## config.mk

```make
export PLATFORM = sky130hd
export DESIGN_NAME = longest_increasing_subsequence_flat
export DESIGN_NICKNAME = d
export VERILOG_FILES = /design/src/sv/lis_pkg.sv /design/src/sv/lis_if.sv /design/src/sv/longest_increasing_subsequence.sv /design/src/sv/lis_value_store.sv /design/src/sv/lis_dp_table.sv /design/src/flat_wrapper.sv
export SDC_FILE = /design/constraint.sdc
export NUM_CORES = 2
export LEC_CHECK = 0
export CAP_MARGIN = 20
export CORE_MARGIN = 3
export CORE_UTILIZATION = 32
export CTS_BUF_LIST = sky130_fd_sc_hd__clkbuf_4 sky130_fd_sc_hd__clkbuf_8
export DETAILED_ROUTE_END_ITERATION = 10
export DONT_BUFFER_PORTS = 1
export PLACE_DENSITY = 0.45
export SLEW_MARGIN = 20
export SYNTH_ARGS = -nofsm -noshare
export SYNTH_HDL_FRONTEND = slang
export SYNTH_SLANG_ARGS = --single-unit
export TNS_END_PERCENT = 50
```

## constraint.sdc

```tcl
create_clock -name clk -period 7 [get_ports clk]
set_clock_uncertainty 0.2 [all_clocks]
set_input_delay 0 -clock clk [delete_from_list [all_inputs] [get_ports clk]]
set_output_delay 0 -clock clk [all_outputs]
set_load 0.02 [all_outputs]
```

## src/sv/lis_pkg.sv

```systemverilog
// Shared types and constants for the longest increasing subsequence block.
// No dependencies; compiled first.
package lis_pkg;

    // Width of the reported subsequence length field.
    localparam int OUT_LEN_BITS = 7;

    typedef enum logic [2:0] {
        ST_LOAD,
        ST_ROW_RD,
        ST_ROW_GET,
        ST_SCAN,
        ST_ROW_WR,
        ST_EMIT_RD,
        ST_EMIT_GET,
        ST_EMIT_OUT
    } lis_state_t;

endpackage

```

## src/sv/lis_if.sv

```systemverilog
// Valid/ready channel interfaces for sample requests and result requests.
// Depends on lis_pkg for the length field width.
interface lis_in_if #(
    parameter int VALUE_BITS = 16
);
    logic                         valid;
    logic                         ready;
    logic signed [VALUE_BITS-1:0] sample_value;
    logic                         final_item;

    modport source (output valid, output sample_value, output final_item, input ready);
    modport sink   (input valid, input sample_value, input final_item, output ready);
endinterface

interface lis_out_if
    import lis_pkg::*;
#(
    parameter int VALUE_BITS = 16
);
    logic                         valid;
    logic                         ready;
    logic signed [VALUE_BITS-1:0] chosen_value;
    logic [OUT_LEN_BITS-1:0]      subsequence_length;
    logic                         run_end;

    modport source (output valid, output chosen_value, output subsequence_length,
                    output run_end, input ready);
    modport sink   (input valid, input chosen_value, input subsequence_length,
                    input run_end, output ready);
endinterface

```

## src/sv/longest_increasing_subsequence.sv

```systemverilog
// Longest strictly increasing subsequence engine, quadratic DP over two memories.
// Depends on lis_pkg, lis_if.sv, lis_value_store and lis_dp_table.
//
// Usage:
//   samples carries one signed value per request; final_item closes the sequence.
//   Up to MAX_ITEMS values are kept, later ones are dropped (a dropped request
//   marked final still closes the sequence).  While loading, one request per cycle.
//   After the final request the DP pass walks rows n..0 (row 0 is a virtual start
//   below every value).  Row i scans positions i..n-1 with one value read and one
//   table read per cycle, as each memory has a single read port.
//   The subsequence is then emitted from the virtual start, one result request per
//   element, each carrying the total length and run_end on the last one.  A result
//   is read from both memories, then registered and offered; a stalled result is
//   held in the output register and the walk waits.  samples.ready is low from the
//   final request until it returns to loading after the last result is taken.
//   Reset clears the fill count and returns to loading; memory contents are not
//   cleared, as only entries written for the current sequence are ever read.
module longest_increasing_subsequence
    import lis_pkg::*;
#(
    parameter int MAX_ITEMS  = 64,
    parameter int VALUE_BITS = 16
) (
    input  logic clk,
    input  logic rst_n,
    lis_in_if.sink    samples,
    lis_out_if.source results
);

    localparam int AW  = $clog2(MAX_ITEMS);      // value memory address
    localparam int CW  = $clog2(MAX_ITEMS + 1);  // counts, positions 0..MAX_ITEMS
    localparam int LW  = $clog2(MAX_ITEMS + 2);  // lengths up to MAX_ITEMS + 1
    localparam int DW  = LW + CW;                // {length, successor}

    lis_state_t state_reg, state_next;

    logic [CW-1:0] cnt_reg, cnt_next;     // values loaded so far
    logic [CW-1:0] n_reg, n_next;         // sequence length for this pass
    logic [CW-1:0] i_reg, i_next;         // current row, entry index
    logic [CW-1:0] j_reg, j_next;         // scan position (next to issue)
    logic          pipe_reg, pipe_next;   // read data of a scan step is due
    logic [LW-1:0] len_reg, len_next;     // best length of the current row
    logic [CW-1:0] succ_reg, succ_next;   // best successor of the current row
    logic [CW-1:0] total_reg, total_next; // subsequence length
    logic [CW-1:0] node_reg, node_next;   // walk position, entry index
    logic [CW-1:0] k_reg, k_next;         // results emitted
    logic signed [VALUE_BITS-1:0] vp_reg, vp_next;  // value at the row's position
    logic signed [VALUE_BITS-1:0] chosen_reg, chosen_next;
    logic          run_end_reg, run_end_next;

    // memory ports
    logic                         val_we;
    logic [AW-1:0]                val_waddr;
    logic [AW-1:0]                val_raddr;
    logic signed [VALUE_BITS-1:0] val_rdata;
    logic                         dp_we;
    logic [CW-1:0]                dp_waddr;
    logic [DW-1:0]                dp_wdata;
    logic [CW-1:0]                dp_raddr;
    logic [DW-1:0]                dp_rdata;
    logic [LW-1:0]                rd_len;
    logic [CW-1:0]                rd_succ;

    logic in_fire;
    logic has_room;
    logic issue;
    logic hit;

    assign rd_len   = dp_rdata[DW-1:CW];
    assign rd_succ  = dp_rdata[CW-1:0];
    assign in_fire  = samples.valid && samples.ready;
    assign has_room = (cnt_reg < CW'(MAX_ITEMS));
    assign issue    = (j_reg < n_reg);
    // Row 0 is the virtual start: every value is above it.
    assign hit      = pipe_reg && ((i_reg == '0) || (vp_reg < val_rdata))
                      && (rd_len >= len_reg);

    lis_value_store #(
        .MAX_ITEMS  (MAX_ITEMS),
        .VALUE_BITS (VALUE_BITS),
        .AW         (AW)
    ) u_values (
        .clk     (clk),
        .wr_en   (val_we),
        .wr_addr (val_waddr),
        .wr_data (samples.sample_value),
        .rd_addr (val_raddr),
        .rd_data (val_rdata)
    );

    lis_dp_table #(
        .DEPTH (MAX_ITEMS + 1),
        .AW    (CW),
        .DW    (DW)
    ) u_table (
        .clk     (clk),
        .wr_en   (dp_we),
        .wr_addr (dp_waddr),
        .wr_data (dp_wdata),
        .rd_addr (dp_raddr),
        .rd_data (dp_rdata)
    );

    // Next state
    always_comb
    begin
        state_next = state_reg;
        unique case (state_reg)
            ST_LOAD:
            begin
                if (in_fire && samples.final_item)
                begin
                    state_next = ST_ROW_RD;
                end
            end
            ST_ROW_RD:   state_next = ST_ROW_GET;
            ST_ROW_GET:  state_next = ST_SCAN;
            ST_SCAN:
            begin
                if (!issue && !pipe_reg)
                begin
                    state_next = ST_ROW_WR;
                end
            end
            ST_ROW_WR:   state_next = (i_reg == '0) ? ST_EMIT_RD : ST_ROW_RD;
            ST_EMIT_RD:
            begin
                if ((node_reg == '0) || (k_reg == total_reg))
                begin
                    state_next = ST_LOAD;
                end
                else
                begin
                    state_next = ST_EMIT_GET;
                end
            end
            ST_EMIT_GET: state_next = ST_EMIT_OUT;
            ST_EMIT_OUT:
            begin
                if (results.ready)
                begin
                    state_next = ST_EMIT_RD;
                end
            end
            default:     state_next = ST_LOAD;
        endcase
    end

    // Outputs and datapath
    always_comb
    begin
        cnt_next     = cnt_reg;
        n_next       = n_reg;
        i_next       = i_reg;
        j_next       = j_reg;
        pipe_next    = 1'b0;
        len_next     = len_reg;
        succ_next    = succ_reg;
        total_next   = total_reg;
        node_next    = node_reg;
        k_next       = k_reg;
        vp_next      = vp_reg;
        chosen_next  = chosen_reg;
        run_end_next = run_end_reg;
        val_we       = 1'b0;
        val_waddr    = cnt_reg[AW-1:0];
        val_raddr    = '0;
        dp_we        = 1'b0;
        dp_waddr     = i_reg;
        dp_wdata     = {len_reg, succ_reg};
        dp_raddr     = '0;
        samples.ready = 1'b0;
        results.valid = 1'b0;

        unique case (state_reg)
            ST_LOAD:
            begin
                samples.ready = 1'b1;
                if (in_fire)
                begin
                    val_we = has_room;
                    if (samples.final_item)
                    begin
                        n_next   = has_room ? cnt_reg + CW'(1) : cnt_reg;
                        i_next   = n_next;
                        cnt_next = '0;
                    end
                    else if (has_room)
                    begin
                        cnt_next = cnt_reg + CW'(1);
                    end
                end
            end
            ST_ROW_RD:
            begin
                val_raddr = (i_reg == '0) ? '0 : AW'(i_reg - CW'(1));
            end
            ST_ROW_GET:
            begin
                vp_next   = val_rdata;
                len_next  = LW'(1);
                succ_next = '0;
                j_next    = i_reg;
            end
            ST_SCAN:
            begin
                val_raddr = j_reg[AW-1:0];
                dp_raddr  = j_reg + CW'(1);
                pipe_next = issue;
                if (issue)
                begin
                    j_next = j_reg + CW'(1);
                end
                // j_reg already points one past the position whose data is due,
                // which is that position's entry index.
                if (hit)
                begin
                    len_next  = rd_len + LW'(1);
                    succ_next = j_reg;
                end
            end
            ST_ROW_WR:
            begin
                dp_we = 1'b1;
                if (i_reg == '0)
                begin
                    total_next = CW'(len_reg - LW'(1));
                    node_next  = succ_reg;
                    k_next     = '0;
                end
                else
                begin
                    i_next = i_reg - CW'(1);
                end
            end
            ST_EMIT_RD:
            begin
                val_raddr = AW'(node_reg - CW'(1));
                dp_raddr  = node_reg;
            end
            ST_EMIT_GET:
            begin
                chosen_next  = val_rdata;
                node_next    = rd_succ;
                run_end_next = ((k_reg + CW'(1)) == total_reg);
                k_next       = k_reg + CW'(1);
            end
            ST_EMIT_OUT:
            begin
                results.valid = 1'b1;
            end
            default:
            begin
            end
        endcase
    end

    assign results.chosen_value       = chosen_reg;
    assign results.subsequence_length = OUT_LEN_BITS'(total_reg);
    assign results.run_end            = run_end_reg;

    // Control state
    always_ff @(posedge clk or negedge rst_n)
    begin
        if (!rst_n)
        begin
            state_reg <= ST_LOAD;
            cnt_reg   <= '0;
            pipe_reg  <= 1'b0;
        end
        else
        begin
            state_reg <= state_next;
            cnt_reg   <= cnt_next;
            pipe_reg  <= pipe_next;
        end
    end

    // Datapath registers, no reset needed
    always_ff @(posedge clk)
    begin
        n_reg       <= n_next;
        i_reg       <= i_next;
        j_reg       <= j_next;
        len_reg     <= len_next;
        succ_reg    <= succ_next;
        total_reg   <= total_next;
        node_reg    <= node_next;
        k_reg       <= k_next;
        vp_reg      <= vp_next;
        chosen_reg  <= chosen_next;
        run_end_reg <= run_end_next;
    end

    // Checks
    a_no_load_while_emitting: assert property (@(posedge clk) disable iff (!rst_n)
        results.valid |-> !samples.ready)
        else $error("sample request accepted while a result is pending");

    a_run_end_closes: assert property (@(posedge clk) disable iff (!rst_n)
        (results.valid && results.ready && results.run_end) |=> !results.valid)
        else $error("result emitted after the run end");

    a_count_bounded: assert property (@(posedge clk) disable iff (!rst_n)
        in_fire |=> (cnt_reg <= CW'(MAX_ITEMS)))
        else $error("fill count beyond capacity");

endmodule

```

## src/sv/lis_value_store.sv

```systemverilog
// Sample value memory: one write port, one registered read port.
// No package dependencies.
module lis_value_store #(
    parameter int MAX_ITEMS  = 64,
    parameter int VALUE_BITS = 16,
    parameter int AW         = 6
) (
    input  logic                         clk,
    input  logic                         wr_en,
    input  logic [AW-1:0]                wr_addr,
    input  logic signed [VALUE_BITS-1:0] wr_data,
    input  logic [AW-1:0]                rd_addr,
    output logic signed [VALUE_BITS-1:0] rd_data
);

    logic signed [VALUE_BITS-1:0] mem [MAX_ITEMS];

    always_ff @(posedge clk)
    begin
        if (wr_en)
        begin
            mem[wr_addr] <= wr_data;
        end
        rd_data <= mem[rd_addr];
    end

endmodule

```

## src/sv/lis_dp_table.sv

```systemverilog
// Length/successor table of the DP pass; entry 0 is the virtual start.
// One write port, one registered read port. No package dependencies.
module lis_dp_table #(
    parameter int DEPTH = 65,
    parameter int AW    = 7,
    parameter int DW    = 14
) (
    input  logic          clk,
    input  logic          wr_en,
    input  logic [AW-1:0] wr_addr,
    input  logic [DW-1:0] wr_data,
    input  logic [AW-1:0] rd_addr,
    output logic [DW-1:0] rd_data
);

    logic [DW-1:0] mem [DEPTH];

    always_ff @(posedge clk)
    begin
        if (wr_en)
        begin
            mem[wr_addr] <= wr_data;
        end
        rd_data <= mem[rd_addr];
    end

endmodule

```

## src/flat_wrapper.sv

```systemverilog
// flat-port wrapper written by rule: the top's interface ports become plain ports
module longest_increasing_subsequence_flat import lis_pkg::*;
#(
    parameter int MAX_ITEMS  = 64,
    parameter int VALUE_BITS = 16
)
  (clk, rst_n, samples_valid, samples_sample_value, samples_final_item, samples_ready, results_valid, results_chosen_value, results_subsequence_length, results_run_end, results_ready);
  lis_in_if #(.VALUE_BITS(VALUE_BITS)) samples_i ();
  lis_out_if #(.VALUE_BITS(VALUE_BITS)) results_i ();
  input  logic clk;
  input  logic rst_n;
  input wire logic [$bits(samples_i.valid)-1:0] samples_valid;
  input wire logic [$bits(samples_i.sample_value)-1:0] samples_sample_value;
  input wire logic [$bits(samples_i.final_item)-1:0] samples_final_item;
  output wire logic [$bits(samples_i.ready)-1:0] samples_ready;
  output wire logic [$bits(results_i.valid)-1:0] results_valid;
  output wire logic [$bits(results_i.chosen_value)-1:0] results_chosen_value;
  output wire logic [$bits(results_i.subsequence_length)-1:0] results_subsequence_length;
  output wire logic [$bits(results_i.run_end)-1:0] results_run_end;
  input wire logic [$bits(results_i.ready)-1:0] results_ready;
  assign samples_i.valid = samples_valid;
  assign samples_i.sample_value = samples_sample_value;
  assign samples_i.final_item = samples_final_item;
  assign samples_ready = samples_i.ready;
  assign results_valid = results_i.valid;
  assign results_chosen_value = results_i.chosen_value;
  assign results_subsequence_length = results_i.subsequence_length;
  assign results_run_end = results_i.run_end;
  assign results_i.ready = results_ready;
  longest_increasing_subsequence #(.MAX_ITEMS(MAX_ITEMS), .VALUE_BITS(VALUE_BITS)) u_core (.clk(clk), .rst_n(rst_n), .samples(samples_i), .results(results_i));
endmodule
```

==> impl_metrics.json <==
{
  "crit_chain": "inv_1 -> ha_1 -> or4b_4 -> o211ai_1 -> and2_4 -> buf_12 -> buf_12 -> nand2_1 -> nand3_1 -> nand4_1 -> a22oi_1 -> and4_1",
  "clk_path_buf_depth": 4,
  "syn2layout_area_growth_pct": 15.8,
  "rsz0062_at_grt": "false",
  "power.density_mw_per_mm2": 404,
  "power_frac_comb_pct": 33.5,
  "worstMarginPinSlew_ns": 1.24,
  "fp.coreArea_mm2": 0.255,
  "largest_reg_flops": 1024,
  "max_slew_margin_pct": 15.1,
  "dpl_worst_slack_ns": 1.61,
  "ctsResizeCount": 0,
  "cts_buffers": 357,
  "maxCapViolCount": 0,
  "min_period_ns": 5.35,
  "yosysWarnings": 0,
  "ys_seq_area_share_pct": 75.1,
  "r2r-start": "u_core.dp_waddr[0]$_DFFE_PP_",
  "clk_pin_slew_ns": 0.06,
  "yosysTopAreaCell": "edfxtp_1",
  "critPathMaxFanout": 100,
  "dpl_cell_area_mm2": 0.0869,
  "totalNegativeSetupSlack_ns": 0,
  "power_switching_mw": 14.5,
  "dp.cells": 9221,
  "pin_count": 47,
  "status": "completed",
  "synth_area_mm2": 0.0820,
  "peakVddDrop_v": 0.000360,
  "slowest_stage": "and2_4",
  "worstPathRequired_ns": 7.78,
  "rows": 185,
  "async_flop_share_pct": 0.533,
  "max_flop_register": "u_core.u_values.mem",
  "period_share_pct": 76.4,
  "drt_first_pass_iters": 8,
  "ff_latch_area_mm2": 0.0616,
  "ant_nets": 0,
  "grt_max_degree": 113,
  "synth-seq-cells": 2064,
  "power.share.clock_pct": 27.6,
  "synth_most_common_cell": "edfxtp_1",
  "multi_input_area_mm2": 0.0190,
  "gr-usage-all-layers_pct": 18.8,
  "syn_nets": 6057,
  "synth_edf_count": 2023,
  "min_path_type": "input pin to register",
  "cts_tree": "built",
  "root_buffer": "clkbuf_8",
  "clock.fmax_ghz": 0.187,
  "dieHeight_um": 512,
  "gr-total-overflow": 0,
  "max_stage_delay_ns": 0.77,
  "initial_core_util_pct": 32.2,
  "drcViolationCount": 0,
  "instances_no_fill": 9908,
  "setup_viol": 0,
  "h-tree-depth": 5,
  "hpwlAfterDp_um": 143000,
  "hold_violations": 0,
  "p_seq_share_pct": 38.9,
  "crit_path_frequent_cell": "buf_12",
  "die_width_um": 512,
  "antenna_found_initial": 11,
  "hp-start": "samples_valid",
  "p_int_mw": 23.8,
  "crit_type": "register to register",
  "start_kind": "register",
  "end_kind": "register",
  "timing.final.ws_setup_ns": 1.65,
  "ys_top_cells_by_count": "edfxtp_1 (2023), nand2_1 (1644), nand3_1 (733), clkbuf_1 (188), mux2i_1 (182)",
  "synth.area.top_cells": "edfxtp_1 (74%), nand2_1 (7.5%), nand3_1 (4.5%), mux2i_1 (2.2%), clkbuf_1 (0.86%)",
  "crit_arrival_ns": 6.13,
  "crit_start": "u_core.dp_waddr[0]$_DFFE_PP_",
  "drt_iter0_drc": 4772,
  "clock_latency_ns": 1.06,
  "vias_per_cell": 5.10,
  "syn_area_per_cell_um2": 13.7,
  "clkSinkCount": 2064,
  "wl_um": 253000,
  "fin_area_mm2": 0.0950,
  "p_total_mw": 38.3,
  "die-area_mm2": 0.262,
  "hold-worst-slack_ns": 0.169,
  "drive_above_1_share_pct": 14.2,
  "num-nets-final": 6348,
  "drv_slew": 0,
  "vias": 50500,
  "synthFlopType": "edfxtp_1",
  "synth_top_area_share_pct": 74.0,
  "wire_per_inst_um": 25.6,
  "p_leak_nw": 32.9,
  "synth_cell_type_count": 77,
  "reg_top3": "u_core.u_values.mem: 1024 flops, u_core.u_table.mem: 910 flops",
  "synth_cells": 6001,
  "io_buffers": 0,
  "grt_pass1_wl_um": 365000,
  "grt_pass1_vias": 49700,
  "swShare_pct": 37.9,
  "fin_util_pct": 37.3,
  "gp_congestion": 0.803,
  "n_fill_cell": 24300
}
-- power groups by stage --
| stage | sequential (mW) | clock (mW) | combinational (mW) |
|---|---|---|---|
| after floorplan | 15.1 | 0 | 7.41 |
| after global placement | 15.2 | 0 | 12.8 |
| after detailed placement | 15.2 | 0 | 12.8 |
| after CTS | 14.9 | 10.9 | 13.0 |
| after global routing | 14.9 | 11.4 | 13.9 |
| final | 14.9 | 10.6 | 12.8 |
-- routing by layer --
layer	GRT usage, %	vias to the layer above	wire length [um]
met1	26.6	25700	113000
met5	0	-	27
met4	5.28	4	6560
li1	-	22800	-
met2	29.7	1649	117000
met3	3.53	375	15800
-- logic make-up after synthesis --
kind of cell	share of synthesized area (%)
AO/OA/AOI/OAI	3.80
buffers and inverters	2.11
multiplexers	2.95
adder cells (fa/ha/maj)	0.534
flip-flops	75.1
XOR/XNOR	0.438
AND/OR/NAND/NOR	15.1
-- what timing repair did --
action | CTS | global route
endpoints found under the hold margin | 1119 | 0
endpoints found under the setup margin | 0 | 0
hold buffers | 77 | 0
buffers inserted | 0 | 0
-- cell type report --
| cell class | count | share of cell area (%) |
|---|---|---|
| sequential | 2064 | 64.9 |
| multi-input combinational | 3535 | 20.1 |
| clock inverter | 79 | 0.395 |
| timing repair buffer | 292 | 3.41 |
| inverter | 42 | 0.166 |
| antenna | 11 | 0.0290 |
| clock buffer | 519 | 6.63 |
| tap | 3366 | 4.43 |
-- layout by cell type (no fill, tap or decap), drive strengths merged, types with 30 or more instances in the layout --
cell	instances
edfxtp	2023
nand2	1644
nand3	734
clkbuf	519
buf	247
mux2i	182
nor2	176
nand4	88
a21oi	79
a32oi	76
and3	75
clkinv	72
a311oi	67
a31oi	50
dlygate4sd3	45
o21ai	45
inv	44
ha	35
a22oi	33
dfxtp	30
-- worst max-delay path, delay by kind of cell (launching register included) --
family	cells	cell delay, ns
and+or+nand+nor	6	2.14
AOI/OAI and AO/OA	2	1.07
buffers and inverters	3	1.01
DFF	1	0.48
adders and majority gates	1	0.25
-- path summary, 6_finish.rpt --
| kind | endpoint | slack [ns] | depth (start not counted) |
|---|---|---|---|
| setup / recovery | u_core.u_values.rd_data[15]$_DFF_P_ | 1.65 | 12 |
| hold / removal | u_core.cnt_reg[6]$_DFFE_PN0P_ | 0.17 | 4 |
| setup reg to reg | u_core.u_values.rd_data[15]$_DFF_P_ | 1.65 | 12 |
| min in group asynchronous | u_core.cnt_reg[3]$_DFFE_PN0P_ | 0.38 | 3 |
| hold reg to reg | u_core.node_reg[1]$_DFFE_PP_ | 0.35 | 2 |
| max in group asynchronous | u_core.state_reg[0]$_DFFE_PN0P_ | 5.78 | 3 |
Power figures use the tool's default switching activity.
